## config.mk

```make
export PLATFORM = sky130hd
export DESIGN_NAME = lzse_ctrl
export DESIGN_NICKNAME = d
export VERILOG_FILES = /design/src/rtl/lzse_pkg.sv /design/src/rtl/lzse_ctrl.sv
export SDC_FILE = /design/constraint.sdc
export NUM_CORES = 1
export LEC_CHECK = 0
export BUFFER_PORTS_ARGS = -buffer_cell sky130_fd_sc_hd__buf_2
export CORE_AREA = 3 3 40 42
export CTS_BUF_LIST = sky130_fd_sc_hd__clkbuf_16
export DETAILED_ROUTE_END_ITERATION = 12
export DIE_AREA = 0 0 43 45
export GPL_TIMING_DRIVEN = 0
export PLACE_DENSITY = 0.43
export SYNTH_ARGS = -nofsm -noshare
export SYNTH_HDL_FRONTEND = slang
export SYNTH_SLANG_ARGS = --single-unit
```

## constraint.sdc

```tcl
create_clock -name i_clk -period 0.9 [get_ports i_clk]
set_input_delay 0.225 -clock i_clk [delete_from_list [all_inputs] [get_ports i_clk]]
set_output_delay 0.225 -clock i_clk [all_outputs]
set_load 0.02 [all_outputs]
```

## src/rtl/lzse_pkg.sv

```systemverilog
// Package for the LZ77 sequence executor: item codes, status codes,
// register indexes and the controller/datapath command and status structs.
// No dependencies.
`default_nettype none

package lzse_pkg;

    // Item operation codes (low bits of the input tuser).
    typedef enum logic [1:0] {
        OP_START   = 2'd0,
        OP_LITERAL = 2'd1,
        OP_MATCH   = 2'd2,
        OP_END     = 2'd3
    } t_op;

    // Result status codes.
    typedef enum logic [2:0] {
        ST_OK       = 3'd0,
        ST_BAD_CODE = 3'd1,
        ST_BAD_DIST = 3'd2,
        ST_OVERRUN  = 3'd3,
        ST_SHORT    = 3'd4,
        ST_SIZE     = 3'd5,
        ST_EARLIER  = 3'd6
    } t_status;

    // Configuration register indexes.
    localparam logic [0:0] CFG_EXPECTED_SIZE = 1'b0;
    localparam logic [0:0] CFG_REPCODES      = 1'b1;

    localparam int OFS_W = 17;

    // Recent-offset values after a start item.
    localparam logic [OFS_W-1:0] REP1_INIT = 17'd1;
    localparam logic [OFS_W-1:0] REP2_INIT = 17'd4;
    localparam logic [OFS_W-1:0] REP3_INIT = 17'd8;

    // Offset codes when repcodes are on.
    localparam logic [OFS_W-1:0] CODE_NONE = 17'd0;
    localparam logic [OFS_W-1:0] CODE_REP1 = 17'd1;
    localparam logic [OFS_W-1:0] CODE_REP2 = 17'd2;
    localparam logic [OFS_W-1:0] CODE_REP3 = 17'd3;
    localparam logic [OFS_W-1:0] CODE_BIAS = 17'd3;

    // Controller to datapath.
    typedef struct packed {
        logic load_item;     // capture the accepted beat
        logic commit_single; // emit the single result and apply its update
        logic commit_match;  // take the piece: update offsets, arm the copy
        logic rd_issue;      // read the source byte of the next copy
        logic copy_step;     // store and emit the byte just read
    } t_dp_cmd;

    // Datapath to controller.
    typedef struct packed {
        logic match_ok;  // held item is a match piece that passes every check
        logic out_free;  // output register can take a beat this cycle
        logic last_byte; // copy in progress is on its final byte
    } t_dp_stat;

endpackage

`default_nettype wire

```

## src/rtl/lzse_ctrl.sv

```systemverilog
// Controller state machine of the sequence executor.
// Depends on lzse_pkg (command and status structs).
`default_nettype none

module lzse_ctrl (
    input  wire logic              i_clk,
    input  wire logic              i_rst_n,
    input  wire logic              i_in_valid,
    output logic                   o_in_ready,
    input  wire lzse_pkg::t_dp_stat i_stat,
    output lzse_pkg::t_dp_cmd      o_cmd
);

    typedef enum logic [1:0] {
        S_IDLE,
        S_EVAL,
        S_MREAD,
        S_MWAIT
    } t_state;

    t_state r_state;
    t_state n_state;
    logic   r_in_ready;

    assign o_in_ready = r_in_ready;

    always_comb begin
        n_state = r_state;
        o_cmd   = '0;
        unique case (r_state)
            S_IDLE: begin
                if (i_in_valid) begin
                    o_cmd.load_item = 1'b1;
                    n_state         = S_EVAL;
                end
            end
            S_EVAL: begin
                // a good piece needs no output slot to start
                if (i_stat.match_ok) begin
                    o_cmd.commit_match = 1'b1;
                    n_state            = S_MREAD;
                end else if (i_stat.out_free) begin
                    o_cmd.commit_single = 1'b1;
                    n_state             = S_IDLE;
                end
            end
            S_MREAD: begin
                o_cmd.rd_issue = 1'b1;
                n_state        = S_MWAIT;
            end
            S_MWAIT: begin
                // hold the read data until the output register frees
                if (i_stat.out_free) begin
                    o_cmd.copy_step = 1'b1;
                    n_state         = i_stat.last_byte ? S_IDLE : S_MREAD;
                end
            end
            default: n_state = S_IDLE;
        endcase
    end

    always_ff @(posedge i_clk) begin
        if (!i_rst_n) begin
            r_state    <= S_IDLE;
            r_in_ready <= 1'b1;
        end else begin
            r_state    <= n_state;
            r_in_ready <= (n_state == S_IDLE);
        end
    end

endmodule

`default_nettype wire

```

==> metrics.yaml, run 1 <==
tns_ns: -1.58
violations: "setup timing"
dp_slack_ns: -0.115
ys_seq_area_share_pct: 36.6
critical_path_class: "reg2out"
gr-total-overflow: 0
die_x_um: 43
fin_util_pct: 30.5
ys_seq_elements: 3
slowest_delay_ns: 0.36
clk_pin_slew_ns: 0.03
finalPower_mw: 1.01
cap_viol_max_count: 0
slew_violations: 0
synth_area_per_cell_um2: 10.2
final_nets: 39
num-fill-cells: 134
critPathLaunchType: "register"
powerDensity_nw_per_um2: 2590
peakVddDrop_v: 0.00120
leakage_nw: 0.180
grt_pass1_wl_um: 876
yosysWarnings: 0
vias: 193
cts_tree: "built"
cts.sink_count: 3
die_area_um2: 1940
worstSkewPairLatency_ns: 0.22
grt_max_degree: 9
hold_buffers: 0
grt_setup_unrepaired: "true"
crit_buf_inv: 1
timing.slew.headroom_pct: 88.2
synth.distinct_cells: 12
finalClockSkew_ns: 0.00120
ioPinCount: 12
wl_per_cell_um: 11.0
fin_crit_ns: 1.22
netSwitchingPower_mw: 0.209
whs_ns: 0.272
fin_area_um2: 392
critical_path.startpoint: "r_state[1]"
layout_setup_ws_ns: -0.315
end_kind: "output port"
hold_path_class: "in2reg"
intPower_mw: 0.804
clockPowerShare_pct: 68.7
hold_start: "i_rst_n"
drive_above_1_share_pct: 78.1
setup_viol: 8
synthesis.area_um2: 164
clk_path_buf_depth: 2
grt_util_all_layers_pct: 6.82
fin_cells: 47
drtAntennaViolNets: 0
grt_pass1_vias: 190
worst-endpoint-arrival_ns: 0.99
dp_cells: 42
path_cells: "and4bb_2 -> buf_6"
swShare_pct: 20.6
crit_family: "flip-flops"
syn_inst: 16
port-buffer-count: 11
pwr-share-comb_pct: 14.3
syn-num-nets: 22
coreArea_um2: 1280
worst_slew_pin_slew_ns: 0.175
worst_path_max_delay_cell: "dfxtp_4"
die_y_um: 45
grt_antenna_before_repair: 0
status: "finished, violations left"
viasPerCell: 4.11
hold_path_depth: 2
postPlaceCellArea_um2: 246
cts_buffers: 3
cts-htree-levels: 1
cp.required_ns: 0.67
r2r-start: "r_state[1]"
gp_congestion: 0.657
final-hold-violation-count: 0
n_antenna_cell: 0
p_seq_share_pct: 17.0
drc: 0
worst-path-max-fanout: 8
drtIter0Drc: 0
reg2reg_depth: 4
cts_root_buffer: "clkbuf_16"
num_rows: 13
max_clock_freq_ghz: 0.823
post-route-period-util_pct: 135
area_delta_synth_final_pct: 139
initial_core_util_pct: 12.8
first_pass_iters: 1
critical_path_depth: 2
wl_um: 519
-- path summary, 6_finish.rpt --
path                                    to  slack (ns)
worst max-delay path              o_cmd[3]       -0.32
worst min-delay path            o_in_ready        0.27
worst max register to register  o_in_ready       -0.14
worst min register to register  r_state[1]        0.57
-- routing by layer --
metal	part of all wire, %	vias up	GRT usage (%)
met4	0.96	0	1.81
met5	0	-	0
met1	48	84	8.63
li1	-	93	-
met3	15	2	7.17
met2	36	14	7.49
-- registers in the layout, summed over array words and instances, names as in the netlist --
signal,count
o_in_ready,1
r_state,2
-- placed cells by master (no fill, tap or decap) --
cell type  Yosys  routed
a31oi_2        1       1
and3_2         1       1
buf_4          0       1
clkbuf_16      0       3
dfxtp_4        0       2
nand2_1        1       1
and3_1         2       2
buf_2          0       5
nor2b_1        2       1
and3b_2        0       1
inv_1          0       1
dfxtp_2        0       1
or3_1          1       1
nor2b_2        0       1
o21ai_1        1       1
o2bb2ai_4      0       1
nor3b_2        0       1
and4bb_2       1       1
buf_6          0       6
-- what timing repair did --
item | CTS | global route
buffers inserted | 1 | 0
gates resized for setup | 13 | 4
pin swaps | 0 | 0
endpoints found under the setup margin | 8 | 9
-- cell families after synthesis --
| logic type | count (synthesis) | share of synthesized area [%] |
|---|---|---|
| AO/OA/AOI/OAI | 3 | 19.8 |
| flip-flops | 3 | 36.6 |
| AND/OR/NAND/NOR | 10 | 43.5 |
-- cell usage after synthesis --
| cell type | count | share of area [%] |
|---|---|---|
| a31oi_2 | 1 | 7.6 |
| dfxtp_1 | 3 | 37 |
| o21ai_1 | 1 | 3.1 |
| o2bb2ai_2 | 1 | 9.2 |
| and3b_1 | 1 | 5.3 |
| nor2b_1 | 2 | 7.6 |
| and4bb_2 | 1 | 7.6 |
| or3_1 | 1 | 3.8 |
| nor3b_1 | 1 | 4.6 |
| and3_2 | 1 | 4.6 |
| nand2_1 | 1 | 2.3 |
| and3_1 | 2 | 7.6 |
-- area by class of cell --
class | instances | area [µm²] | share of cell area (%)
Clock buffer | 3 | 75.1 | 19.2
Clock inverter | 1 | 3.75 | 0.958
Multi-Input combinational cell | 13 | 125 | 31.9
Sequential cell | 3 | 68.8 | 17.6
Tap cell | 15 | 18.8 | 4.79
Timing Repair Buffer | 12 | 100 | 25.6
-- power groups by stage --
stage	Clock, mW	Combinational (mW)	Sequential (mW)
2_1_floorplan	0	0.0607	0.175
3_5_place_dp	0	0.108	0.171
5_1_grt	0.717	0.154	0.177
6_report	0.696	0.145	0.172
4_1_cts	0.698	0.138	0.169
3_3_place_gp	0	0.106	0.169
(Power assumes the default switching activity.)
==> run 2: changes to the inputs <==
Settings changed: BUFFER_PORTS_ARGS -buffer_cell sky130_fd_sc_hd__buf_2 to not set, DONT_BUFFER_PORTS set to 1, PLACE_DENSITY 0.43 to 0.35.
==> run 2 against run 1 <==
The flow still finishes with violations (setup timing). Cell count is 23% lower. Fmax is 4.1% higher. Setup slack better by 0.047 ns. Highest routed layer is now met3.
==> metrics.yaml, run 2 (same netlist as run 1, synthesis figures left out) <==
timing.rr.end: "r_state[0]"
critPathLaunchType: "register"
fin_crit_ns: 1.17  # -0.0474 ns
final-hold-violation-count: 0  # unchanged
leakage_nw: 0.125  # -31%
worst-path-max-fanout: 7  # -1
peakVddDrop_v: 0.000962  # -20%
layout_setup_ws_ns: -0.268  # +0.0474 ns
area_delta_synth_final_pct: 91.6
die_area_um2: 1940  # unchanged
grt_pass1_vias: 159  # -16%
crit_family: "simple AND/OR/NAND/NOR gates"
most-common-layout-cells: "clkbuf_16, dfxtp_4"
reg2reg_depth: 3  # -1
regToRegSetupSlack_ns: -0.19  # -0.05 ns
r2r-start: "r_state[1]"
worst_slew_pin_slew_ns: 0.281  # +0.106 ns
wl_per_cell_um: 12.8  # +16%
worst_path_max_delay_cell: "and4bb_2"
grt_setup_unrepaired: "true"
first_pass_iters: 3  # +2
gr-total-overflow: 0  # unchanged
initial_core_util_pct: 12.8  # unchanged
end_kind: "output port"
setup.worst_path.end: "o_cmd[3]"
fin_cells: 36  # -23%
critical_path.startpoint: "r_state[1]"
grt_pass1_wl_um: 662  # -24%
finalClockSkew_ns: 0.00107  # -0.000137 ns
port-buffer-count: 0  # -11
drtAntennaViolNets: 0  # unchanged
drive_above_1_share_pct: 71.4  # -6.7 points
coreArea_um2: 1280  # unchanged
final_nets: 28  # -28%
fin_area_um2: 314  # -20%
violations: "setup timing"
num_rows: 13  # unchanged
cts_buffers: 3  # unchanged
powerDensity_nw_per_um2: 3030  # +17%
cts-htree-levels: 1  # unchanged
slowest_delay_ns: 0.37  # about the same
setup_viol: 8  # unchanged
cp.required_ns: 0.67  # about the same
die_x_um: 43  # unchanged
cts.sink_count: 3  # unchanged
die_y_um: 45  # unchanged
timing.slew.headroom_pct: 81.2  # -7.0 points
n_antenna_cell: 0  # unchanged
drc: 0  # unchanged
critical_path_class: "reg2out"
largest_reg_flops: 2  # unchanged
cts_tree: "built"
layout_commonest_cell: "clkbuf_16"
hpwl_um: 286
clk_path_buf_depth: 2  # unchanged
post-route-period-util_pct: 130  # -5.3 points
grt_max_degree: 9  # unchanged
path_cells: "and4bb_2"
drtIter0Drc: 2  # +2
critical_path_depth: 1  # -1
worstSkewPairLatency_ns: 0.22  # about the same
viasPerCell: 4.42  # +7.6%
cap_viol_max_count: 0  # unchanged
grt_util_all_layers_pct: 5.32  # -1.5 points
ioPinCount: 12  # unchanged
slew_violations: 0  # unchanged
hold_path_class: "in2reg"
dp_cells: 31  # -26%
fin_util_pct: 24.4  # -6.0 points
crit_buf_inv: 0  # -1
vias: 159  # -18%
wl_um: 460  # -11%
worst-endpoint-arrival_ns: 0.94  # -0.05 ns
cts_root_buffer: "clkbuf_16"
max_clock_freq_ghz: 0.856  # +4.1%
num-fill-cells: 143  # +6.7%
postPlaceCellArea_um2: 191  # -22%
clk_pin_slew_ns: 0.03  # about the same
status: "finished, violations left"
top_register: "r_state"
grt_antenna_before_repair: 0  # unchanged
gp_congestion: 0.611  # -6.9%
-- run 2: cell types whose count changed in the layout (fill, tap and decap cells not counted), sizes merged --
cell and change:
buf -11
-- run 2: worst min-delay path by stage --
stage | endpoint | from | slack (ns) | cells after the start
after floorplan | o_in_ready | i_rst_n | 0.33 | 1
after global placement | o_in_ready | i_rst_n | 0.34 | 1
after detailed placement | o_in_ready | i_rst_n | 0.34 | 1
after CTS | o_in_ready | i_rst_n | 0.13 | 1
after global routing | o_in_ready | i_rst_n | 0.12 | 1
final | o_in_ready | i_rst_n | 0.12 | 1
-- run 2: per-layer routing --
| layer | routed length [µm] | up-vias | GRT usage [%] |
|---|---|---|---|
| li1 | - | 73 | - |
| met1 | 189 | 73 | 5.53 |
| met2 | 178 | 13 | 5.69 |
| met3 | 91 | 0 | 6.37 |
| met4 | 0 | 0 | 3.61 |
| met5 | 0 | - | 0 |
-- run 2: cell type report --
cell class	count	area [µm²]	share of cell area, %
Timing Repair Buffer	1	7.51	2.39
Tap cell	15	18.8	5.98
Sequential cell	3	67.6	21.5
Clock inverter	1	3.75	1.20
Clock buffer	3	75.1	23.9
Multi-Input combinational cell	13	141	45.0
-- run 2: stage by stage --
stage               worst slack (ns)  hold WS (ns)  power, mW  setup TNS, ns
CTS                           -0.270         0.125      0.953          -1.41
global route                  -0.285         0.121      0.990          -1.63
detailed placement            -0.117         0.342      0.245         -0.377
global placement              -0.101         0.339      0.244         -0.338
floorplan                    -0.0704         0.328      0.235         -0.148
finish                        -0.268         0.123      0.953          -1.43
-- run 2: power breakdown --
group | leakage (nW) | total (mW) | internal (mW) | switching, mW
Clock | 0.0423 | 0.681 | 0.572 | 0.109
Sequential | 0.0262 | 0.181 | 0.150 | 0.0302
Combinational | 0.0564 | 0.0912 | 0.0484 | 0.0428
-- run 2: what timing repair did --
| action | in CTS | in global routing |
|---|---|---|
| setup buffers | 1 | 0 |
| hold buffers | 0 | 0 |
| resized for setup | 5 | 2 |
| setup endpoints to repair | 8 | 8 |
| pin swaps | 2 | 0 |
==> run 3: changes to the inputs <==
Clock period 0.9 ns to 1.2 ns, I/O delays scaled along.
==> run 3 against run 2 <==
The run still ends with setup timing left. Setup slack improved by 0.22 ns. Register-to-register slack improved by 0.35 ns. Count of clock-buffer cells in the layout did not move. Final area fell by 12%. Largest power group unchanged.
==> metrics.yaml, run 3 (same netlist as run 1, synthesis figures left out) <==
status: "finished, violations left"
violations: "setup timing"
grt_pass1_wl_um: 676  # +2.1%
multi_input_area_um2: 113  # -20%
peakVddDrop_v: 0.000650  # -32%
cap_viol_max_count: 0  # unchanged
drive_above_1_share_pct: 60.0  # -11 points
leakage_nw: 0.114  # -9.0%
first_pass_iters: 1  # -2
critical_path_class: "reg2out"
r2r-start: "r_state[0]"
post-route-period-util_pct: 104
grt_util_all_layers_pct: 5.32  # unchanged
worstHoldEndpoint: "o_in_ready"
worst-endpoint-arrival_ns: 0.95  # about the same
vias: 143  # -10%
regToRegSetupSlack_ns: 0.16  # +0.35 ns
timing.rr.end: "r_state[0]"
layout_setup_ws_ns: -0.0472  # +0.220 ns
drtAntennaViolNets: 0  # unchanged
critical_path.startpoint: "r_state[1]"
slowest_delay_ns: 0.37  # about the same
hpwl_um: 287  # +0.24%
clk_pin_slew_ns: 0.03  # about the same
cts.sink_count: 3  # unchanged
ioPinCount: 12  # unchanged
critPathLaunchType: "register"
worst_path_max_delay_cell: "and4bb_2"
top_register: "r_state"
grt_pass1_vias: 162  # +1.9%
grt_setup_unrepaired: "true"
hold_path_depth: 1  # unchanged
largest_reg_flops: 2  # unchanged
hold_path_class: "in2reg"
die_x_um: 43  # unchanged
setup_viol: 2  # -6
cts_tree: "built"
drtIter0Drc: 0  # -2
grt_antenna_before_repair: 0  # unchanged
clk_path_buf_depth: 2  # unchanged
hold_start: "i_rst_n"
end_kind: "output port"
num-fill-cells: 134  # -6.3%
fin_crit_ns: 1.25
initial_core_util_pct: 12.8  # unchanged
final-hold-violation-count: 0  # unchanged
powerDensity_nw_per_um2: 2540  # -16%
coreArea_um2: 1280  # unchanged
final_nets: 27  # -3.6%
max_clock_freq_ghz: 0.802
hold_buffers: 0  # unchanged
register_area_um2: 65.1  # -3.7%
wl_um: 390  # -15%
cts_buffers: 3  # unchanged
postPlaceCellArea_um2: 183  # -4.6%
gp_congestion: 0.677  # +11%
fin_cells: 35  # -2.8%
port-buffer-count: 0  # unchanged
whs_ns: 0.184  # +0.0615 ns
crit_family: "simple AND/OR/NAND/NOR gates"
die_y_um: 45  # unchanged
die_area_um2: 1940  # unchanged
fin_area_um2: 275  # -12%
worst_slew_pin_slew_ns: 0.373  # +0.0922 ns
dp_cells: 31  # unchanged
worst-path-max-fanout: 8  # +1
area_delta_synth_final_pct: 67.9
wl_per_cell_um: 11.1  # -13%
cts_setup_buffers: 0  # -1
cts-htree-levels: 1  # unchanged
cts_root_buffer: "clkbuf_16"
finalClockSkew_ns: 0.000288  # -0.000779 ns
timing.slew.headroom_pct: 75.0  # -6.2 points
n_antenna_cell: 0  # unchanged
worstSkewPairLatency_ns: 0.22  # about the same
viasPerCell: 4.09  # -7.5%
cp.required_ns: 0.90  # +0.23 ns
drc: 0  # unchanged
path_cells: "and4bb_2"
slew_violations: 0  # unchanged
reg2reg_depth: 2  # -1
grt_max_degree: 9  # unchanged
layout_commonest_cell: "clkbuf_16"
most-common-layout-cells: "clkbuf_16, and3_1"
gr-total-overflow: 0  # unchanged
num_rows: 13  # unchanged
crit_buf_inv: 0  # unchanged
## run 3: cell count changes in the layout (fill, tap and decap cells not counted)
cell       before  now
nor3b_4         1    0
or3_1           0    1
o2bb2ai_2       0    1
o2bb2ai_4       1    0
dfxtp_2         0    1
or3_4           1    0
dfxtp_4         2    1
nor3b_2         0    1
and3_1          1    2
and3_4          1    0
buf_4           1    0
## run 3: worst max path at each step
stage / end / slack [ns] / cells after the start
2_1_floorplan: o_cmd[4] / 0.02 / 1
3_3_place_gp: o_cmd[4] / -0.04 / 1
3_5_place_dp: o_cmd[4] / -0.01 / 1
4_1_cts: o_cmd[3] / -0.05 / 1
5_1_grt: o_cmd[4] / -0.07 / 1
6_report: o_cmd[3] / -0.05 / 1
## run 3: what timing repair did
action / 4_1_cts / 5_1_grt
endpoints found under the setup margin: 5 / 4
pin swaps: 1 / 1
resized for setup: 5 / 1
## run 3: routing by layer
layer | share of wire [%] | GRT usage (%) | routed length [µm] | up-vias
met1 | 44 | 4.33 | 170 | 61
met3 | 26 | 7.57 | 102 | 0
li1 | - | - | - | 68
met4 | 0 | 3.61 | 0 | 0
met2 | 30 | 6.29 | 117 | 14
met5 | 0 | 0 | 0 | -
## run 3: cell type report
type | count | share of cell area [%]
clock buffers | 3 | 27.3
multi-input cells | 13 | 40.9
clock inverters | 1 | 1.36
flip-flops and latches | 3 | 23.6
well taps | 15 | 6.82
## run 3: per-stage QoR
| stage | TNS, ns | setup WS [ns] | power, mW | utilization (%) |
|---|---|---|---|---|
| final | -0.0853 | -0.0472 | 0.698 | 21.4 |
| after global routing | -0.167 | -0.0722 | 0.722 | 21.4 |
| after CTS | -0.0840 | -0.0450 | 0.705 | 21.2 |
| after detailed placement | -0.0133 | -0.0133 | 0.180 | 14.2 |
| after global placement | -0.0372 | -0.0372 | 0.179 | 14.2 |
| after floorplan | 0 | 0.0219 | 0.172 | - |
## run 3: report_power, final
| group | internal, mW | switching [mW] | leakage, nW |
|---|---|---|---|
| combinational | 0.0222 | 0.0278 | 0.0455 |
| sequential | 0.113 | 0.0206 | 0.0259 |
| clock | 0.429 | 0.0852 | 0.0423 |
| total | 0.564 | 0.134 | 0.114 |
